$ cat config.mk
export PLATFORM = sky130hd
export DESIGN_NAME = hee_log2
export DESIGN_NICKNAME = d
export VERILOG_FILES = /design/src/sv/histogram_entropy_estimator_core_assert.svh /design/src/sv/hee_pkg.sv /design/src/sv/hee_log2.sv
export SDC_FILE = /design/constraint.sdc
export NUM_CORES = 2
export LEC_CHECK = 0
export ABC_AREA = 1
export CAP_MARGIN = 10
export CORE_MARGIN = 5
export CORE_UTILIZATION = 64
export DETAILED_ROUTE_END_ITERATION = 8
export DONT_BUFFER_PORTS = 1
export GPL_TIMING_DRIVEN = 0
export HOLD_SLACK_MARGIN = 0.05
export PLACE_DENSITY = 0.84
export SKIP_CTS_REPAIR_TIMING = 1
export SYNTH_ARGS = -nofsm -noshare
export SYNTH_HDL_FRONTEND = slang
export SYNTH_SLANG_ARGS = --single-unit
$ cat constraint.sdc
create_clock -name clk -period 9.3 [get_ports clk]
set_clock_uncertainty 0.1 [all_clocks]
set_input_delay 1.395 -clock clk [delete_from_list [all_inputs] [get_ports clk]]
set_output_delay 1.395 -clock clk [all_outputs]
set_load 0.01 [all_outputs]
$ cat src/sv/histogram_entropy_estimator_core_assert.svh
// ----------------------------------------------------------------------------
// Assertion macros for the histogram entropy estimator
// Shorthand for clocked assertions that are held off while reset is active.
// ----------------------------------------------------------------------------
`ifndef HISTOGRAM_ENTROPY_ESTIMATOR_CORE_ASSERT_SVH
`define HISTOGRAM_ENTROPY_ESTIMATOR_CORE_ASSERT_SVH

// A property that must hold at every edge outside reset.
`define HEE_ASSERT(lbl, prop, msg) \
	lbl: assert property (@(posedge clk) disable iff (!arst_n) prop) else $error(msg);

// A cause in one cycle and its required effect in the next cycle.
`define HEE_ASSERT_NEXT(lbl, cause, effect, msg) \
	lbl: assert property (@(posedge clk) disable iff (!arst_n) (cause) |=> (effect)) \
		else $error(msg);

`endif

$ cat src/sv/hee_pkg.sv
// ----------------------------------------------------------------------------
// hee_pkg
// Types and fixed widths shared by the entropy estimator and its log2 unit.
// ----------------------------------------------------------------------------
package hee_pkg;

	localparam int SAMPLE_W = 8;   // width of a sample bin index
	localparam int CNT_W    = 16;  // bin counts, totals and run length
	localparam int E_W      = 4;   // integer part of log2 of a 16-bit value
	localparam int FRAC_W   = 16;  // fraction bits of log2
	localparam int LOG_W    = E_W + FRAC_W;
	localparam int Y_W      = 31;  // Q1.30 mantissa during squaring
	localparam int D_W      = CNT_W + LOG_W;  // c * log2(c) and N * log2(N)
	localparam int REM_W    = D_W + 1;        // divider remainder
	localparam int ENT_W    = 17;             // Q1.16 result
	localparam int DIV_CNT_W = 5;             // counts the quotient bits

	localparam logic [CNT_W-1:0] SPR_RESET = 16'd256;

	typedef enum logic [3:0] {
		ST_CLEAR,
		ST_IDLE,
		ST_INC,
		ST_EVAL,
		ST_WAITN,
		ST_RD,
		ST_CHK,
		ST_WAITC,
		ST_ACC,
		ST_CMP,
		ST_DIV,
		ST_OUT
	} state_t;

	typedef struct packed {
		logic             start;
		logic [CNT_W-1:0] x;
	} log_req_t;

	typedef struct packed {
		logic             busy;
		logic             done;
		logic [LOG_W-1:0] result;
	} log_rsp_t;

endpackage

$ cat src/sv/hee_log2.sv
// ----------------------------------------------------------------------------
// hee_log2
// Iterative fixed-point log2 of a 16-bit value, one squaring per cycle.
// ----------------------------------------------------------------------------
module hee_log2 (
	input  logic              clk,
	input  logic              arst_n,
	input  hee_pkg::log_req_t req,
	output hee_pkg::log_rsp_t rsp
);
	import hee_pkg::*;

	logic              busy_q;
	logic              done_q;
	logic [3:0]        step_q;
	logic [Y_W-1:0]    y_q;
	logic [FRAC_W-1:0] frac_q;
	logic [E_W-1:0]    e_q;

	logic [E_W-1:0]     msb;
	logic [Y_W-1:0]     y_init;
	logic [2*Y_W-1:0]   sq;
	logic [Y_W:0]       sq_top;

	// Position of the leading one; zero input never reaches this unit.
	always_comb begin
		msb = '0;
		for (int i = 0; i < CNT_W; i++) begin
			if (req.x[i]) begin
				msb = E_W'(i);
			end
		end
	end

	assign y_init = {{(Y_W-CNT_W){1'b0}}, req.x} << (5'(Y_W-1) - {1'b0, msb});
	assign sq     = (2*Y_W)'(y_q) * (2*Y_W)'(y_q);
	assign sq_top = sq[2*Y_W-1:Y_W-1];

	always_ff @(posedge clk or negedge arst_n) begin
		if (!arst_n) begin
			busy_q <= 1'b0;
			done_q <= 1'b0;
			step_q <= '0;
		end else begin
			done_q <= 1'b0;
			if (req.start) begin
				busy_q <= 1'b1;
				step_q <= '0;
			end else if (busy_q) begin
				step_q <= step_q + 4'd1;
				if (step_q == 4'd15) begin
					busy_q <= 1'b0;
					done_q <= 1'b1;
				end
			end
		end
	end

	always_ff @(posedge clk) begin
		if (req.start) begin
			y_q    <= y_init;
			e_q    <= msb;
			frac_q <= '0;
		end else if (busy_q) begin
			// A square at or above two halves back into [1,2) and yields a one.
			if (sq_top[Y_W]) begin
				y_q <= sq_top[Y_W:1];
			end else begin
				y_q <= sq_top[Y_W-1:0];
			end
			frac_q <= {frac_q[FRAC_W-2:0], sq_top[Y_W]};
		end
	end

	assign rsp.busy   = busy_q;
	assign rsp.done   = done_q;
	assign rsp.result = {e_q, frac_q};

endmodule

* Word level (Yosys, flattened, before mapping)
Index checks and enable logic that the tools add are counted.
Operators by class: reduce and logical (&&, ||, !) cells 1, $add $sub $neg 2, multiplexer cells 26, $mul 1, shifts and indexed selects 1, eq/ne operators 1
Operator list (number):
- 31-bit two-way mux | 3
- 31-bit by 31-bit multiplier with 62-bit output | 1
- 4-bit two-way mux | 15
- 16-bit by 5-bit left shift with 31-bit output | 1
- 1-bit two-way mux | 7
- 5-bit by 4-bit subtractor with 5-bit output, first input constant | 1
- 4-bit by 1-bit adder with 4-bit output, second input constant | 1
- 4-bit == test, second input constant | 1
- 2-bit two-way mux | 1
- 2-bit nonzero test | 1
Storage, ports and cells: output and inout bits 22, word-level logic and storage cells 38, flip-flop bits (word level) 57

* Logic depth before layout (Yosys ltp)
word-level depth 18, depth in mapped cells 35, gate-level depth less buffers 34

* Worst setup path before layout
Ideal clock, no wire load.
path kind reg2reg, start reg y_q[8], end reg y_q[23], data pin, cell stages (with the launch flop) 29, data required time 8943 ps, slack 2051 ps, data arrival time 6893 ps, setup time 257 ps, period minus slack after synthesis 7249 ps, path through edfxtp_1 -> clkbuf_1 -> buf_1 -> nand2_1 -> fa_1 -> fa_1 -> inv_1 -> fa_1 -> inv_1 -> fa_1 -> inv_1 -> fa_1 -> fa_1 -> fa_1 -> inv_1 -> fa_1 -> inv_1 -> ha_1 -> a21oi_1 -> o21ai_0 -> a21oi_1 -> o21bai_1 -> a21oi_1 -> nand3_1 -> nand2_2 -> inv_2 -> buf_2 -> o211ai_1 -> nand2_1
Between the ends: longest elaborated chain between the ends 4
RTL lines:
- from (decl) | line hee_log2.sv:16 | logic [Y_W-1:0] y_q;
- from (signal assigned) | line hee_log2.sv:61 | y_q <= y_init;
- from (signal assigned) | line hee_log2.sv:67 | y_q <= sq_top[Y_W:1];
- from (signal assigned) | line hee_log2.sv:69 | y_q <= sq_top[Y_W-1:0];
- 31-bit by 31-bit multiplier with 62-bit output | line hee_log2.sv:36 | assign sq = (2*Y_W)'(y_q) * (2*Y_W)'(y_q);
- 31-bit two-way mux | line hee_log2.sv:66 | if (sq_top[Y_W]) begin
- 31-bit two-way mux | line hee_log2.sv:64 | end else if (busy_q) begin
- 31-bit two-way mux | line hee_log2.sv:60 | if (req.start) begin
No other way between the ends. The select of a mux whose other input is x is not followed. A chain may end at the register's enable or synchronous reset.

* Final worst setup path
start reg y_q[17], end reg y_q[27], data pin
The elaborated chain is that of the path after synthesis.

==> results.md <==
- H-tree levels: 3
- Antenna viol nets, final: 0
- Io pins: just over 40
- Cells after synthesis: 3861
- Vias: approximately 26000
- Synth-to-Final Area Change: 3.82%
- Highest net fanout along the worst path: 10
- Tmin final: just over 9 ns
- Status: finished clean
- Initial DRT Pass Iterations: 8
- First-pass GRT wire length: between 150000 and 200000 um
- Fin crit share: 0.999
- Number of global-route vias before repair: between 20000 and 30000
- Global-route usage over all layers: 0.378
- Number of port buffers: 0
- Async set-reset flop share out of synthesis: 0.105
- Residual DRC: 0
- DIE AREA: around 54000 um^2
- Number of cell rows: between 80 and 90
- Seq/Total Area, Yosys: 0.0483
- Yosys cell types: 54
- Multi-input logic area: roughly 25000 um^2
- Number of synthesized flops with an enable pin: 35
- Synth Register Bits: 57
- RSZ-0062 raised after global routing: no
- Synth Net Count: between 4000 and 5000
- Hold WS: 0.370 ns
- Core area: ~49000 um^2
- Tightest Pin Transition: between 1 and 1.5 ns
- Vias per Instance: approximately 5.7
- Yosys top cell area share: 0.475
- Clock Root Buffer: clkbuf_16
- Antenna cells: 0
- CTS max path bufs: 2
- FF+latch area: 1520 um^2
- Mapped Area: 31500 um^2
- Starting density of the core: 0.644
- Final WL: 98500 um
- CP endpoint kind: flip-flop
- Most frequent cells in the layout: inv_1 (1213), nand2_1 (812), fa_1 (747), ha_1 (269), nor2_1 (142)
- GP Congestion: roughly 1.0
- Die Span X: 232 um
- Net count reported at finish: ~4900
- Initial DRC count: 2947
- Setup CP Type: reg -> reg
- Synth Warn #: 0
- Final Setup Violations: 0
- CTS clk-pin slew, worst paths: approximately 0.060 ns
- Largest net degree at the start of global routing: 25
- Arrival time worst endpoint: approximately 9 ns
- Total of max-cap violations: 0
- Final hold vios: 0
- Die H: 232 um
- Dpl hpwl: 81800 um
- Share of cells above drive strength 1: 0.0253
- Mean area per synthesized cell: around 8.2 um^2
- Initial antenna violation count: 2
- Layout filler cell count: roughly 4000
- Area leader, netlist: fa_1
- Final Slew Violations: 0
- Worst hold path class: reg -> reg
- CTS Sinks: 57
- Synth Flop Type: edfxtp_1
- Max frequency: roughly 0.11 GHz
- Total gr overflow: 0
- Worst EP required: between 9 and 10 ns
- Slew headroom: 0.122
- Wire length per cell: 21.7 um
- Num CTS Buffers: 9
- Worst-Skew Late Latency: between 0.3 and 0.4 ns
- CTS tree: built
- Top post-synthesis cells by area: fa_1 (48%), inv_1 (14%), ha_1 (11%)
- Commonest non-fill, non-tap cell in the layout: inv_1
- Startpoint types: flip-flop
[Yosys cell counts (all sizes together) (16+ instances only)]
cell / n
nand2: 827
clkbuf: 94
a21oi: 91
inv: 1223
a31oi: 18
o21ai: 68
nor2: 144
edfxtp: 35
xor2: 32
fa: 747
dfxtp: 16
ha: 269
nand3: 138
buf: 31
[per-layer routing]
layer	share of wire	vias up	GRT usage
met1	0.35	12700	0.484
li1	-	11100	-
met3	0.13	463	0.110
met5	0.00021	-	0
met2	0.43	1732	0.571
met4	0.084	4	0.233
[through the flow]
stage           util  instance area, um^2  instances  TNS (ns)  setup WS (ns)
6_report       0.669                32700       4542         0        0.00731
3_5_place_dp   0.662                32300       4526     -8.09         -0.512
5_1_grt        0.669                32700       4542         0        0.00618
2_1_floorplan      -                31500       3861         0           2.05
3_3_place_gp   0.661                32300       4525     -5.77         -0.514
4_1_cts        0.668                32700       4542     -8.94         -0.539
[worst paths after layout]
path,startpoint,to,slack (ns),cells past startpoint
min in group asynchronous,arst_n,step_q[1],0.66,0
worst max register to register,y_q[17],y_q[27],0.007,27
worst min register to register,step_q[3],step_q[3],0.37,1
max in group asynchronous,arst_n,done_q,8.38,0
worst min-delay path,step_q[3],step_q[3],0.37,1
worst max-delay path,y_q[17],y_q[27],0.007,27
[critical path, stage by stage, from the launching register on]
cell and delay [ns]:
edfxtp_1 0.70, clkbuf_4 0.47, clkbuf_2 0.48, inv_1 0.09
ha_1 0.31, xnor2_1 0.54, fa_1 0.51, inv_1 0.09
fa_1 0.44, fa_1 0.56, fa_1 0.43, fa_1 0.51
fa_1 0.50, inv_1 0.05, fa_1 0.54, inv_1 0.06
ha_1 0.37, a21oi_1 0.30, o21ai_0 0.18, a21oi_1 0.35
o21ai_0 0.26, a221oi_1 0.42, nand2_1 0.09, nand2_1 0.08
nand3_1 0.07, nand2_1 0.06, nor2_1 0.05, a21oi_1 0.37
[state kept, by name, summed over array words and instances (netlist names)]
name    flops
step_q      4
e_q         4
frac_q     16
done_q      1
busy_q      1
y_q        31
[area by class of cell]
cell class / instances / share of cell area
repair buffers: 1 / 0.000842
clock buffers: 10 / 0.00701
flip-flops and latches: 57 / 0.0465
multi-input cells: 2454 / 0.759
clock inverters: 6 / 0.00253
inverters: 1225 / 0.141
plain buffers: 125 / 0.0179
well taps: 664 / 0.0254
[cell families after synthesis]
kind of cell               Yosys count  synth area share
xor gates and xnor gates            47            0.0133
buffers and inverters             1350             0.164
adders and majority gates         1016             0.582
and+or+nand+nor                   1139             0.145
DFF                                 57            0.0483
AOI/OAI and AO/OA                  252            0.0473
Power is left out: the tool's default activity adds up to more than one toggle a clock period on the data nets, which glitch-free logic cannot reach.
